==> src/assert_macros.svh <==
// assertion macros for the rtl of the step pulse generator, used by spg_core
`ifndef ASSERT_MACROS_SVH
`define ASSERT_MACROS_SVH

// same-cycle implication, checked on every clock edge outside reset
`define SPG_ASSERT_NOW(lbl, ante, cons, msg) \
   lbl: assert property (@(posedge clock) disable iff (reset) (ante) |-> (cons)) \
      else $error(msg);

// next-cycle implication, checked on every clock edge outside reset
`define SPG_ASSERT_NEXT(lbl, ante, cons, msg) \
   lbl: assert property (@(posedge clock) disable iff (reset) (ante) |=> (cons)) \
      else $error(msg);

`endif

==> src/spg_pkg.sv <==
// types and constants of the step pulse generator
`default_nettype none

package spg_pkg;

   // opcodes of an input item
   localparam logic [2:0] OP_TICK      = 3'd0;
   localparam logic [2:0] OP_TURN      = 3'd1;
   localparam logic [2:0] OP_RUN       = 3'd2;
   localparam logic [2:0] OP_STOP      = 3'd3;
   localparam logic [2:0] OP_ENGAGE    = 3'd4;
   localparam logic [2:0] OP_DISENGAGE = 3'd5;
   localparam logic [2:0] OP_ZERO_POS  = 3'd6;

   // register indexes of the csr port
   localparam logic [0:0] CSR_STEP_DELAY    = 1'b0;
   localparam logic [0:0] CSR_STEPS_PER_REV = 1'b1;

   localparam logic [23:0] STEP_DELAY_RESET    = 24'd1250;
   localparam logic [15:0] STEPS_PER_REV_RESET = 16'd1600;

   // 360 degrees in q8 units; one step of a turn is worth this much product
   localparam logic [39:0] DEG_SCALE = 40'd92160;

   typedef struct packed {
      logic        valid;
      logic [2:0]  op;
      logic [23:0] degrees_q8;
      logic        forward;
   } cmd_type;

   typedef struct packed {
      logic [23:0] step_period;
      logic [15:0] rev_steps;
   } cfg_type;

   typedef struct packed {
      logic               step_line;
      logic               dir_line;
      logic               enable_n;
      logic               busy_res;
      logic signed [31:0] position;
   } rsp_type;

endpackage

`default_nettype wire

==> src/spg_in_stage.sv <==
// input register with valid bit for command and tick items
`default_nettype none

module spg_in_stage (
   input  wire logic            clock,
   input  wire logic            reset,
   input  wire logic            req_valid,
   output logic                 req_stall,
   input  wire logic [2:0]      req_op,
   input  wire logic [23:0]     req_degrees_q8,
   input  wire logic            req_forward,
   input  wire logic            take,
   output spg_pkg::cmd_type     held
);

   logic        valid_ff;
   logic        valid_in;
   logic [2:0]  op_ff;
   logic [23:0] deg_ff;
   logic        fwd_ff;
   logic        load;

   // the register is free when empty or when its item moves on this cycle
   assign req_stall = valid_ff && !take;
   assign load      = req_valid && !req_stall;

   always_comb begin
      valid_in = valid_ff;
      if (load) begin
         valid_in = 1'b1;
      end else if (take) begin
         valid_in = 1'b0;
      end
   end

   always_ff @(posedge clock) begin
      if (reset) begin
         valid_ff <= 1'b0;
      end else begin
         valid_ff <= valid_in;
      end
   end

   // payload needs no reset
   always_ff @(posedge clock) begin
      if (load) begin
         op_ff  <= req_op;
         deg_ff <= req_degrees_q8;
         fwd_ff <= req_forward;
      end
   end

   assign held.valid      = valid_ff;
   assign held.op         = op_ff;
   assign held.degrees_q8 = deg_ff;
   assign held.forward    = fwd_ff;

endmodule

`default_nettype wire

==> src/spg_core.sv <==
// motion state and step timing, updated once per item
`default_nettype none

`include "assert_macros.svh"

module spg_core #(
   parameter int PULSE_TICKS = 10
) (
   input  wire logic             clock,
   input  wire logic             reset,
   input  wire spg_pkg::cmd_type cmd,
   input  wire spg_pkg::cfg_type cfg,
   output spg_pkg::rsp_type      result
);

   localparam logic [23:0] PULSE_W = 24'(PULSE_TICKS);

   logic               engaged_ff, engaged_in;
   logic               running_ff, running_in;
   logic               endless_ff, endless_in;
   logic               heading_ff, heading_in;
   logic               halt_ff, halt_in;
   // remaining turn distance, kept as steps * DEG_SCALE plus the fraction
   logic [39:0]        turn_rem_ff, turn_rem_in;
   logic [23:0]        phase_ff, phase_in;
   logic signed [31:0] step_count_ff, step_count_in;

   logic [23:0]        phase_inc;
   logic [23:0]        eff_delay;
   logic [39:0]        turn_product;
   logic               has_step;

   // next state for the item in the input register
   always_comb begin
      engaged_in    = engaged_ff;
      running_in    = running_ff;
      endless_in    = endless_ff;
      heading_in    = heading_ff;
      halt_in       = halt_ff;
      turn_rem_in   = turn_rem_ff;
      phase_in      = phase_ff;
      step_count_in = step_count_ff;

      phase_inc    = phase_ff + 24'd1;
      eff_delay    = (cfg.step_period <= PULSE_W) ? PULSE_W + 24'd1 : cfg.step_period;
      turn_product = 40'(cmd.degrees_q8) * 40'(cfg.rev_steps);
      has_step     = turn_rem_ff >= spg_pkg::DEG_SCALE;

      if (cmd.valid) begin
         unique case (cmd.op) inside
            spg_pkg::OP_TICK: begin
               if (running_ff) begin
                  if (phase_ff == 24'd0 && (halt_ff || (!endless_ff && !has_step))) begin
                     // step boundary with nothing left to do
                     running_in = 1'b0;
                     halt_in    = 1'b0;
                     endless_in = 1'b0;
                  end else if (phase_inc >= eff_delay) begin
                     phase_in      = 24'd0;
                     step_count_in = heading_ff ? step_count_ff + 32'sd1
                                                : step_count_ff - 32'sd1;
                     if (!endless_ff && has_step) begin
                        turn_rem_in = turn_rem_ff - spg_pkg::DEG_SCALE;
                     end
                  end else begin
                     phase_in = phase_inc;
                  end
               end
            end
            spg_pkg::OP_TURN, spg_pkg::OP_RUN: begin
               if (engaged_ff && !running_ff) begin
                  halt_in     = 1'b0;
                  running_in  = 1'b1;
                  endless_in  = (cmd.op == spg_pkg::OP_RUN);
                  heading_in  = cmd.forward;
                  turn_rem_in = (cmd.op == spg_pkg::OP_RUN) ? 40'd0 : turn_product;
                  phase_in    = 24'd0;
               end
            end
            spg_pkg::OP_STOP: begin
               if (running_ff) begin
                  halt_in = 1'b1;
               end
            end
            spg_pkg::OP_ENGAGE: begin
               engaged_in = 1'b1;
            end
            spg_pkg::OP_DISENGAGE: begin
               engaged_in = 1'b0;
            end
            spg_pkg::OP_ZERO_POS: begin
               step_count_in = 32'sd0;
            end
            default: begin
            end
         endcase
      end
   end

   always_ff @(posedge clock) begin
      if (reset) begin
         engaged_ff    <= 1'b0;
         running_ff    <= 1'b0;
         endless_ff    <= 1'b0;
         heading_ff    <= 1'b0;
         halt_ff       <= 1'b0;
         turn_rem_ff   <= 40'd0;
         phase_ff      <= 24'd0;
         step_count_ff <= 32'sd0;
      end else begin
         engaged_ff    <= engaged_in;
         running_ff    <= running_in;
         endless_ff    <= endless_in;
         heading_ff    <= heading_in;
         halt_ff       <= halt_in;
         turn_rem_ff   <= turn_rem_in;
         phase_ff      <= phase_in;
         step_count_ff <= step_count_in;
      end
   end

   // result shows the state after the item
   assign result.step_line = running_in && phase_in >= 24'd1 && phase_in <= PULSE_W;
   assign result.dir_line  = heading_in;
   assign result.enable_n  = !engaged_in;
   assign result.busy_res  = running_in;
   assign result.position  = step_count_in;

   `SPG_ASSERT_NOW(a_halt_only_running, !running_ff, !halt_ff, "stop pending while idle")
   `SPG_ASSERT_NOW(a_endless_only_running, endless_ff, running_ff, "endless flag while idle")
   `SPG_ASSERT_NEXT(a_idle_tick_holds_pos,
      cmd.valid && cmd.op == spg_pkg::OP_TICK && !running_ff,
      $stable(step_count_ff), "position moved on a tick while idle")

endmodule

`default_nettype wire

==> src/stepper_step_pulse_generator.sv <==
// Step/direction pulse generator for a stepper driver.
// Request channel (req_*): one item per valid/stall handshake. op 0 is a
// 1 us tick from a timebase; ops 1..6 are turn, run continuous, stop,
// engage, disengage and zero position. degrees_q8 and forward feed turn/run.
// Response channel (rsp_*): exactly one item per request item, showing the
// step, direction and enable lines, busy flag and position after that item.
// Throughput: one item per cycle while rsp_stall is low; a single 24x16
// multiply for the turn distance sits between the input register and the
// result register, which drives rsp_valid.
// Stall: the result register, once full, holds while rsp_stall is high;
// the input register still takes one more item, then req_stall rises.
// csr port: write the step period (index 0) and the microsteps per
// revolution (index 1) only while the block holds no item.
// Reset (synchronous): driver disengaged, no move, position 0, period 1250,
// 1600 microsteps per revolution, both channel registers empty.
`default_nettype none

module stepper_step_pulse_generator #(
   parameter int PULSE_TICKS = 10
) (
   input  wire logic               clock,
   input  wire logic               reset,
   input  wire logic               req_valid,
   output logic                    req_stall,
   input  wire logic [2:0]         req_op,
   input  wire logic [23:0]        req_degrees_q8,
   input  wire logic               req_forward,
   output logic                    rsp_valid,
   input  wire logic               rsp_stall,
   output logic                    rsp_step_line,
   output logic                    rsp_dir_line,
   output logic                    rsp_enable_n,
   output logic                    rsp_busy_res,
   output logic signed [31:0]      rsp_position,
   input  wire logic               csr_wr_en,
   input  wire logic [0:0]         csr_index,
   input  wire logic [23:0]        csr_wdata
);

   spg_pkg::cmd_type held;
   spg_pkg::cmd_type cmd;
   spg_pkg::cfg_type cfg_ff;
   spg_pkg::rsp_type result;
   spg_pkg::rsp_type rsp_ff;
   logic             rsp_valid_ff, rsp_valid_in;
   logic             take;

   // held item moves on when the result register is free
   assign take = held.valid && (!rsp_valid_ff || !rsp_stall);

   spg_in_stage u_in_stage (
      .clock          (clock),
      .reset          (reset),
      .req_valid      (req_valid),
      .req_stall      (req_stall),
      .req_op         (req_op),
      .req_degrees_q8 (req_degrees_q8),
      .req_forward    (req_forward),
      .take           (take),
      .held           (held)
   );

   always_comb begin
      cmd       = held;
      cmd.valid = take;
   end

   // configuration registers
   always_ff @(posedge clock) begin
      if (reset) begin
         cfg_ff.step_period <= spg_pkg::STEP_DELAY_RESET;
         cfg_ff.rev_steps   <= spg_pkg::STEPS_PER_REV_RESET;
      end else if (csr_wr_en) begin
         unique case (csr_index)
            spg_pkg::CSR_STEP_DELAY:    cfg_ff.step_period <= csr_wdata;
            spg_pkg::CSR_STEPS_PER_REV: cfg_ff.rev_steps   <= csr_wdata[15:0];
            default: begin
            end
         endcase
      end
   end

   spg_core #(
      .PULSE_TICKS (PULSE_TICKS)
   ) u_core (
      .clock  (clock),
      .reset  (reset),
      .cmd    (cmd),
      .cfg    (cfg_ff),
      .result (result)
   );

   // result register
   always_comb begin
      rsp_valid_in = rsp_valid_ff;
      if (take) begin
         rsp_valid_in = 1'b1;
      end else if (!rsp_stall) begin
         rsp_valid_in = 1'b0;
      end
   end

   always_ff @(posedge clock) begin
      if (reset) begin
         rsp_valid_ff <= 1'b0;
      end else begin
         rsp_valid_ff <= rsp_valid_in;
      end
   end

   always_ff @(posedge clock) begin
      if (take) begin
         rsp_ff <= result;
      end
   end

   assign rsp_valid     = rsp_valid_ff;
   assign rsp_step_line = rsp_ff.step_line;
   assign rsp_dir_line  = rsp_ff.dir_line;
   assign rsp_enable_n  = rsp_ff.enable_n;
   assign rsp_busy_res  = rsp_ff.busy_res;
   assign rsp_position  = rsp_ff.position;

endmodule

`default_nettype wire
==> config.mk <==
export PLATFORM = sky130hd
export DESIGN_NAME = stepper_step_pulse_generator
export DESIGN_NICKNAME = d
export VERILOG_FILES = /design/src/spg_pkg.sv /design/src/spg_in_stage.sv /design/src/spg_core.sv /design/src/stepper_step_pulse_generator.sv
export VERILOG_INCLUDE_DIRS = /design/src /design/src/src
export SDC_FILE = /design/constraint.sdc
export NUM_CORES = 1
export LEC_CHECK = 0
export BUFFER_PORTS_ARGS = -buffer_cell sky130_fd_sc_hd__buf_2
export CELL_PAD_IN_SITES_DETAIL_PLACEMENT = 1
export CELL_PAD_IN_SITES_GLOBAL_PLACEMENT = 1
export CORE_UTILIZATION = 50
export DETAILED_ROUTE_END_ITERATION = 16
export GPL_TIMING_DRIVEN = 0
export PLACE_DENSITY = 0.79
export SYNTH_ARGS = -nofsm -noshare
export SYNTH_HDL_FRONTEND = slang
export SYNTH_HIERARCHICAL = 1
export SYNTH_SLANG_ARGS = --single-unit
==> constraint.sdc <==
create_clock -name clock -period 9.6 [get_ports clock]
set_input_delay 0.96 -clock clock [delete_from_list [all_inputs] [get_ports clock]]
set_output_delay 0.96 -clock clock [all_outputs]
set_load 0.02 [all_outputs]
# Yosys cells after proc, flatten, opt, wreduce, memory -nomap -nowiden
# Index checks and enable logic that the tools add are counted.
[word_totals]
mem_count = 0
output_inout_bits = 38
reg_bits = 207
latch_bits = 0
rom_bits = 0
ram_bits = 0
wordCells = 116
[op_classes]
mux = 41
n_mul = 1
shifts = 0
eq_ne = 14
addsub = 4
order_cmp = 5
div = 0
n_bitwise = 1
reduce_logical = 30
[op_table]
columns = ["operator", "n"]
rows = [
  ["$mux 40", 6],
  ["$mux 32", 5],
  ["$mux 24", 6],
  ["$pmux 40 s2", 1],
  ["$pmux 32 s2", 1],
  ["$le 24x4->1 const B", 2],
  ["$pmux 24 s2", 1],
  ["$ge 40x17->1 const B", 1],
  ["$mul 24x16->40", 1],
  ["$sub 40x17->40 const B", 1],
  ["$add 32x2->32 const B", 1],
  ["$sub 32x2->32 const B", 1],
  ["$add 24x1->24 const B", 1],
  ["$ge 24x1->1 const B", 1],
  ["$ge 24x24->1", 1],
  ["$logic_not 24->1", 1],
  ["$mux 1", 17],
  ["$eq 3x3->1 const B", 3],
  ["$logic_and 1x1->1", 9],
  ["$logic_not 1->1", 8],
  ["$ne 2x1->1 const B", 4],
  ["$ne 2x2->1 const B", 4],
  ["$reduce_and 7->1", 1],
  ["$eq 3x2->1 const B", 2],
  ["12 further kinds", 17],
]

# Depth between registers and ports, before layout
# Gate-level depths: netlist (run 1).
[logic_depth]
word_depth = 12
mapped_depth = 24

# Modules after synthesis
# Netlist (run 1), hierarchy kept.
[modules_own_cells]
columns = ["mod", "area_each_um2", "cells_each", "instances", "seq_area_each_um2"]
rows = [
  ["spg_core", 19458.7, 2377, 1, 1801.7],
  ["stepper_step_pulse_generator", 2812.7, 205, 1, 1901.8],
  ["spg_in_stage", 905.9, 34, 1, 860.8],
]

# Worst setup path before layout (run 1)
# OpenSTA, ideal clock, no wires.
[synth_timing]
path_kind = "reg2reg"
from = "register cfg_ff[9] (netlist name)"
to = "register u_core.turn_rem_ff[39]"
t_arrival_ps = 6320
n_path_buf = 2
required_time_ps = 9514
slack_ps = 3194
synth_period_minus_slack_ps = 6406
path_stages_with_launch = 25
cell_sequence = "dfxtp_1 clkbuf_1 nand2_1 fa_1 inv_1 fa_1 inv_1 fa_1 inv_1 fa_1 inv_1 fa_1 inv_1 fa_1 ha_1 buf_2 a21oi_1 o211ai_1 a21o_1 a31o_1 o41ai_4 nand2b_1 a2111oi_0 o21ai_1 a211oi_1"
[synth_via]
elab_chain_cells = 4
[synth_lines]
columns = ["element", "line_no", "text"]
rows = [
  ["start: declaration", "stepper_step_pulse_generator.sv:42", "spg_pkg::cfg_type cfg_ff;"],
  ["$mul 24x16->40", "spg_core.sv:46", "turn_product = 40'(cmd.degrees_q8) * 40'(cfg.rev_steps);"],
  ["$mux 40", "spg_core.sv:76", "turn_rem_in = (cmd.op == spg_pkg::OP_RUN) ? 40'd0 : turn_product;"],
  ["$mux 40", "spg_core.sv:71", "if (engaged_ff && !running_ff) begin"],
  ["$pmux 40 s2", "spg_core.sv:50", "unique case (cmd.op) inside"],
  ["end signal: assignment", "spg_core.sv:116", "turn_rem_ff <= turn_rem_in;"],
  ["end: declaration", "spg_core.sv:24", "logic [39:0] turn_rem_ff, turn_rem_in;"],
]
# Every way passes these cells. The select of a mux whose other input is x is not followed.
# A chain may end at the register's enable or synchronous reset.

# Worst setup path in the final report (run 1)
[layout_timing]
from = "register cfg_ff[4] (netlist name)"
to = "register u_core.turn_rem_ff[38]"
# Same word-level chain as after synthesis.

==> results of run 1 <==
## worst max-delay path, stage by stage (launching register included)
cell,delay [ns]
dfxtp_1,0.90
clkbuf_1,0.66
nand2_1,0.17
fa_1,0.52
inv_1,0.05
fa_1,0.52
inv_1,0.05
fa_1,0.50
inv_1,0.05
fa_1,0.47
inv_1,0.05
fa_1,0.54
inv_1,0.06
fa_1,0.46
ha_1,0.29
clkbuf_1,0.29
and4_1,0.27
nor2b_1,0.48
and4_1,0.29
nor2_1,0.08
o21ai_0,0.57
o21ai_1,0.29
o21ai_0,0.29
nand4b_1,0.15
o211ai_1,0.10
## power groups by stage
stage	clock network [µW]	registers, µW	logic, µW
4_1_cts	745	917	3250
3_5_place_dp	0	936	3220
2_1_floorplan	0	926	2320
3_3_place_gp	0	937	3070
5_1_grt	768	920	3610
6_report	724	918	3260
## metrics by stage
| stage | setup WS [ns] | hold WS, ns | total power [µW] | cell area, µm² | std cells |
|---|---|---|---|---|---|
| floorplan | 3.19 | 0.454 | 3250 | 23200 | 2616 |
| detailed placement | 1.55 | 0.485 | 4150 | 24500 | 3313 |
| global route | 0.989 | 0.515 | 5300 | 25100 | 3346 |
| finish | 1.33 | 0.496 | 4900 | 25100 | 3347 |
| CTS | 1.44 | 0.497 | 4920 | 25000 | 3345 |
| global placement | 1.18 | 0.476 | 4010 | 24400 | 3311 |
## worst paths after layout
path	startpoint	to	slack, ns	cells after the start
setup reg to reg	cfg_ff[4]	u_core/turn_rem_ff[38]	1.33	24
setup / recovery	cfg_ff[4]	u_core/turn_rem_ff[38]	1.33	24
hold reg to reg	cfg_ff[39]	cfg_ff[39]	0.50	2
hold / removal	cfg_ff[39]	cfg_ff[39]	0.50	2
## cell usage after synthesis, types with 4 or more instances
master	count
a211o_1	7
a211oi_1	13
a211oi_2	5
a21o_1	26
a21oi_1	100
a221o_1	4
a22oi_1	14
a31oi_1	20
a32oi_1	4
and2_1	151
and3_1	20
and4_1	5
buf_2	18
buf_4	8
clkbuf_1	100
dfxtp_1	132
edfxtp_1	64
fa_1	307
ha_1	169
inv_1	371
mux2i_1	33
nand2_1	367
nand2b_1	48
nand3_1	61
nand4_1	27
nand4bb_1	9
nor2_1	116
nor2b_1	8
nor3_1	37
nor4_1	17
o211ai_1	10
o21a_1	17
o21ai_0	54
o21ai_1	44
o21bai_1	8
o22ai_1	12
o31a_1	5
o31ai_1	16
o32ai_1	4
o41ai_1	4
or2_2	7
or3_1	11
or4_1	6
xnor2_1	43
xor2_1	28
## sequential cells by signal, indices dropped and copies added (netlist names), 3 cells and up
name	cells
u_core/turn_rem_ff	29
u_in_stage/op_ff	3
u_in_stage/deg_ff	24
cfg_ff	40
rsp_position	32
u_core/step_count_ff	32
u_core/phase_ff	24
## cells by family (layout without fill, tap and decap cells)
family	after synthesis	count (layout)	synth area share, %
compound gates	420	420	12.3
xor+xnor	71	71	2.68
fa+ha+maj	476	476	35.6
buf+inv	503	633	8.52
flops	196	196	19.7
mux	34	34	1.47
other cells	0	1	0
simple gates	916	916	19.7
## cells in the final DEF (no fill, tap or decap), types with 13 or more instances in the layout
cell type,instances
and3_1,20
mux2i_1,33
nor3_1,37
fa_1,307
o21a_1,17
o21ai_0,54
nand2_1,367
o21ai_1,44
nand4_1,27
a211oi_1,13
and2_1,151
o31ai_1,16
inv_1,370
ha_1,169
nor4_1,17
nand2b_1,48
xnor2_1,43
clkbuf_16,17
buf_2,113
xor2_1,28
edfxtp_1,64
a31oi_1,20
a21o_1,26
a21oi_1,100
clkbuf_1,101
a22oi_1,14
nor2_1,116
dfxtp_1,132
nand3_1,61
## cell type report
| class | count | area, µm² | share of cell area, % |
|---|---|---|---|
| timing repair buffer | 98 | 551 | 2.20 |
| multi-input combinational | 1917 | 16700 | 66.5 |
| antenna | 1 | 2.50 | 0.00999 |
| inverter | 371 | 1390 | 5.56 |
| sequential | 196 | 4560 | 18.2 |
| tap | 600 | 751 | 3.00 |
| clock buffer | 19 | 443 | 1.77 |
| buffer | 132 | 582 | 2.32 |
| clock inverter | 13 | 116 | 0.464 |
## per-layer routing
metal	global-route usage, %	vias to the layer above	wire (µm)
li1	-	8850	-
met1	40.8	10000	30500
met2	55.6	548	36200
met3	4.15	126	3530
met4	10.0	0	1890
met5	0	-	0
==> metrics.txt, run 1 <==
status=completed; Synth Net Count=3,150; Die Y=217 µm; clk slew on worst S/H paths=approximately 0.08 ns; FF+latch count, synth=roughly 200; Initial DRT Pass Iterations=7; remaining antenna violation count=0; most common flop cell mapped by yosys=dfxtp_1; worst endpoint required time=9.94 ns; Fmax=approximately 0.12 GHz; Via Count=19,600; synthesis-to-layout area growth=8.12%; I/O Buffers=95; filler cell count=5,424; Tot GR Track Use=between 30% and 40%; Final Hold Viols=0; Hold WC Path Type=reg2reg; Yosys warnings=6; Mean Syn Cell Area=8.86 µm²; Max Cap Violations=0; Die ar.=47,200 µm²; max-slew violation count=0; Setup Crit Path Kind=reg2reg; Peak VDD IR=219 µV; antenna violations before repair=2; DRC viols=0; Starting Density=50.9%; H-tree depth=4; Via-to-Cell Ratio=5.84; post-synthesis cell type count=95; number of enable flip-flop cells after synthesis=64; Sw Share=about half; Worst setup SP type=flop; crit-path max FO=10; hold buffers post-CTS=0; Mapped Cells=2,616; Post-Route WL=72,100 µm; CTS tree=built; vias in the first global route=21,600; share of layout cells above drive strength 1=7.32%; post-CTS sizing=0; Static Leak=0.0115 µW; dominant cell type by area after synthesis=fa_1; first-pass GRT wire length=116,000 µm; crit share post-route=around 86%; Power Density=196 nW/µm²; RSZ-0062 raised after global routing=no; routed length per instance=roughly 22 µm; fin util=55.0%; core area=~46,000 µm²; sequential element share of the synthesized area=approximately a fifth; part of the power in combinational logic=66.5%; worst rel slew slack=26.3%; ys async rst share=0%; Final setup violation count=0; Area contributors post-synth=fa_1 (27%), dfxtp_1 (11%), ha_1 (9.1%), edfxtp_1 (8.3%), inv_1 (6.0%); clk sinks=196; Initial DRC Count=between 1,000 and 1,500; Clk network pwr share=14.8%; Layout Skew=0.0165 ns; GPL Wtd Cong=between 0.9 and 1; CTS max path bufs=2; Critical Path AT=8.61 ns; Critical Path End Type=flop; setup_tns=0 ns; setup bufs post-CTS=0; post-synth top area share=between 20% and 30%; Die W=217 µm; nets=3,267; switching power=2370 µW; Worst Max-Slew Pin Slew=~1.1 ns; Num CTS Buffers=17; grt ovf=0; mapped cell area=23,200 µm²; Flop pwr share=18.7%; Int Power=2530 µW; dpl hpwl=57,900 µm; Row Count=about 80; clock latency on the worst-skew pair=0.49 ns; IO Pins=96; post-layout min period=about 8.3 ns; clock root buffer=clkbuf_16; largest net degree at the start of global routing=33
Power figures use the tool's default switching activity.
==> run 2: changes to the inputs <==
--- a/config.mk
+++ b/config.mk
@@ -9,6 +9,7 @@
 export BUFFER_PORTS_ARGS = -buffer_cell sky130_fd_sc_hd__buf_2
 export CELL_PAD_IN_SITES_DETAIL_PLACEMENT = 1
 export CELL_PAD_IN_SITES_GLOBAL_PLACEMENT = 1
+export CORE_ASPECT_RATIO = 1.2
 export CORE_UTILIZATION = 50
 export DETAILED_ROUTE_END_ITERATION = 16
 export GPL_TIMING_DRIVEN = 0
==> run 2 against run 1 <==
Sequential share of layout area is essentially flat; flip-flop and latch count unchanged; power fell by 0.27%; sequential power about the same; die area barely moved; largest power group unchanged; critical endpoint unchanged; clock-buffer cell count decreased by 1; via count shrank 0.65%.
==> metrics.txt, run 2 (synthesized netlist as in run 1, its figures left out) <==
Layout Skew=0.0213 ns (was 0.0165 ns); part of the power in combinational logic=66.0% (was 66.5%); clock root buffer=clkbuf_16 (unchanged); PnR Total Power=4890 µW (was 4900 µW); clk sinks=196 (unchanged); share of layout cells above drive strength 1=7.32% (about the same); Setup crit end=u_core/turn_rem_ff[38] (unchanged); remaining antenna violation count=0 (unchanged); crit share post-route=84.4% (was 86.2%); Int Power=2550 µW (was 2530 µW); Largest Register=cfg_ff (unchanged); CTS tree=built (unchanged); worst endpoint required time=9.95 ns (was 9.94 ns); Flop pwr share=18.8% (was 18.7%); synthesis-to-layout area growth=8.14% (was 8.12%); post-layout min period=8.10 ns (was 8.27 ns); max-slew violation count=0 (unchanged); H-tree depth=4 (unchanged); fin util=54.7% (was 55.0%); Die ar.=47,200 µm² (about the same); final instance area=25,100 µm² (about the same); commonest cells after routing, fill and taps aside=inv_1 (371), nand2_1 (367), fa_1 (307), ha_1 (169), and2_1 (151) (was inv_1 (370), nand2_1 (367), fa_1 (307), ha_1 (169), and2_1 (151)); commonest non-fill, non-tap cell in the layout=inv_1 (unchanged); Clk network pwr share=15.2% (was 14.8%); core area=45,800 µm² (was 45,600 µm²); crit-path max FO=10 (unchanged); Critical Path AT=8.45 ns (was 8.61 ns); Post-Route WL=70,900 µm (was 72,100 µm); Via Count=19,400 (was 19,600); Critical Path End Type=flop (unchanged); worst reg-to-reg path cell count=24 (unchanged); Initial DRT Pass Iterations=5 (was 7); cell area after placement=24,500 µm² (about the same); vias in the first global route=21,700 (was 21,600); Final Hold Viols=0 (unchanged); setup_tns=0 ns (unchanged); status=completed (unchanged); FF-to-FF End=u_core/turn_rem_ff[38] (unchanged); Num CTS Buffers=17 (unchanged); grt ovf=0 (unchanged); Static Leak=0.0115 µW (about the same); hold buffers post-CTS=0 (unchanged); Die W=199 µm (was 217 µm); reg2reg setup slack=1.50 ns (was 1.33 ns); Hold WC Path Type=reg2reg (unchanged); # placed instances=3,329 (was 3,313); setup bufs post-CTS=0 (unchanged); first-pass GRT wire length=115,000 µm (was 116,000 µm); Worst Max-Slew Pin Slew=1.32 ns (was 1.10 ns); routed length per instance=21.1 µm (was 21.5 µm); final cell count without fillers=3,362 (was 3,347); Power Density=195 nW/µm² (was 196 nW/µm²); Setup Crit Path Kind=reg2reg (unchanged); largest net degree at the start of global routing=33 (unchanged); worst rel slew slack=12.0% (was 26.3%); GPL Wtd Cong=0.911 (was 0.912); Starting Density=50.6% (was 50.9%); Fmax=0.123 GHz (was 0.121 GHz); Row Count=86 (was 78); Tot GR Track Use=31.6% (was 31.9%); Via-to-Cell Ratio=5.78 (was 5.84); Final setup violation count=0 (unchanged); post-CTS sizing=0 (unchanged); Max Cap Violations=0 (unchanged); Initial DRC Count=807 (was 1,175); nets=3,266 (was 3,267); Die Y=238 µm (was 217 µm); max FFs per register=40 (unchanged); CTS max path bufs=2 (unchanged); Worst setup SP type=flop (unchanged); Critical Path Start=cfg_ff[4] (unchanged); Sw Share=47.7% (was 48.5%); Worst R2R Start=cfg_ff[4] (unchanged); antenna violations before repair=1 (was 2); DRC viols=0 (unchanged); switching power=2330 µW (was 2370 µW); clock latency on the worst-skew pair=0.50 ns (was 0.49 ns); I/O Buffers=95 (unchanged); IO Pins=96 (unchanged); Peak VDD IR=231 µV (was 219 µV); dpl hpwl=57,200 µm (was 57,900 µm); clk slew on worst S/H paths=0.08 ns (about the same); RSZ-0062 raised after global routing=no (unchanged)
[run 2: metal layers]
layer	part of all wire, %	GRT usage, %	vias up
met5	0	0	-
met2	52	57.2	432
met1	41	37.2	10000
li1	-	-	8843
met3	3.6	4.44	147
met4	3.7	13.2	0
[run 2: cell type report]
| cell class | instances | area [µm²] |
|---|---|---|
| fillers | 5534 | 20800 |
| clock buffers | 18 | 429 |
| clock inverters | 14 | 150 |
| repair buffers | 97 | 515 |
| plain buffers | 132 | 582 |
| diodes | 1 | 2.50 |
| well taps | 616 | 771 |
| inverters | 371 | 1390 |
| multi-input cells | 1917 | 16700 |
| flip-flops and latches | 196 | 4560 |
[run 2: how the worst min path moves through the flow]
stage / start / end / slack [ns] / cells after the start
4_1_cts: u_core/turn_rem_ff[20] / u_core/turn_rem_ff[20] / 0.50 / 2
5_1_grt: cfg_ff[39] / cfg_ff[39] / 0.52 / 2
3_5_place_dp: cfg_ff[25] / cfg_ff[25] / 0.49 / 2
2_1_floorplan: cfg_ff[35] / cfg_ff[35] / 0.45 / 2
3_3_place_gp: u_core/turn_rem_ff[33] / u_core/turn_rem_ff[33] / 0.48 / 2
6_report: cfg_ff[39] / cfg_ff[39] / 0.50 / 2
[run 2: metrics by stage]
stage               setup slack, ns  hold WS [ns]
finish                         1.50         0.502
CTS                            1.60         0.503
global placement              0.791         0.480
global route                   1.13         0.523
floorplan                      3.19         0.454
detailed placement             1.64         0.488
[run 2: power groups by stage]
stage	sequential (µW)	combinational (µW)	clock [µW]
2_1_floorplan	926	2320	0
3_3_place_gp	937	3080	0
3_5_place_dp	936	3200	0
4_1_cts	918	3230	767
5_1_grt	921	3590	786
6_report	918	3220	745
[run 2: worst max-delay path, stage by stage (launching register included)]
cell and delay (ns):
dfxtp_1 0.82, clkbuf_1 0.66, nand2_1 0.15, fa_1 0.51, inv_1 0.05, fa_1 0.53
inv_1 0.05, fa_1 0.50, inv_1 0.08, fa_1 0.49, inv_1 0.07, fa_1 0.54
inv_1 0.05, fa_1 0.42, ha_1 0.28, clkbuf_1 0.28, and4_1 0.26, nor2b_1 0.45
and4_1 0.28, nor2_1 0.09, o21ai_0 0.51, o21ai_1 0.30, o21ai_0 0.30, nand4b_1 0.16
o211ai_1 0.09
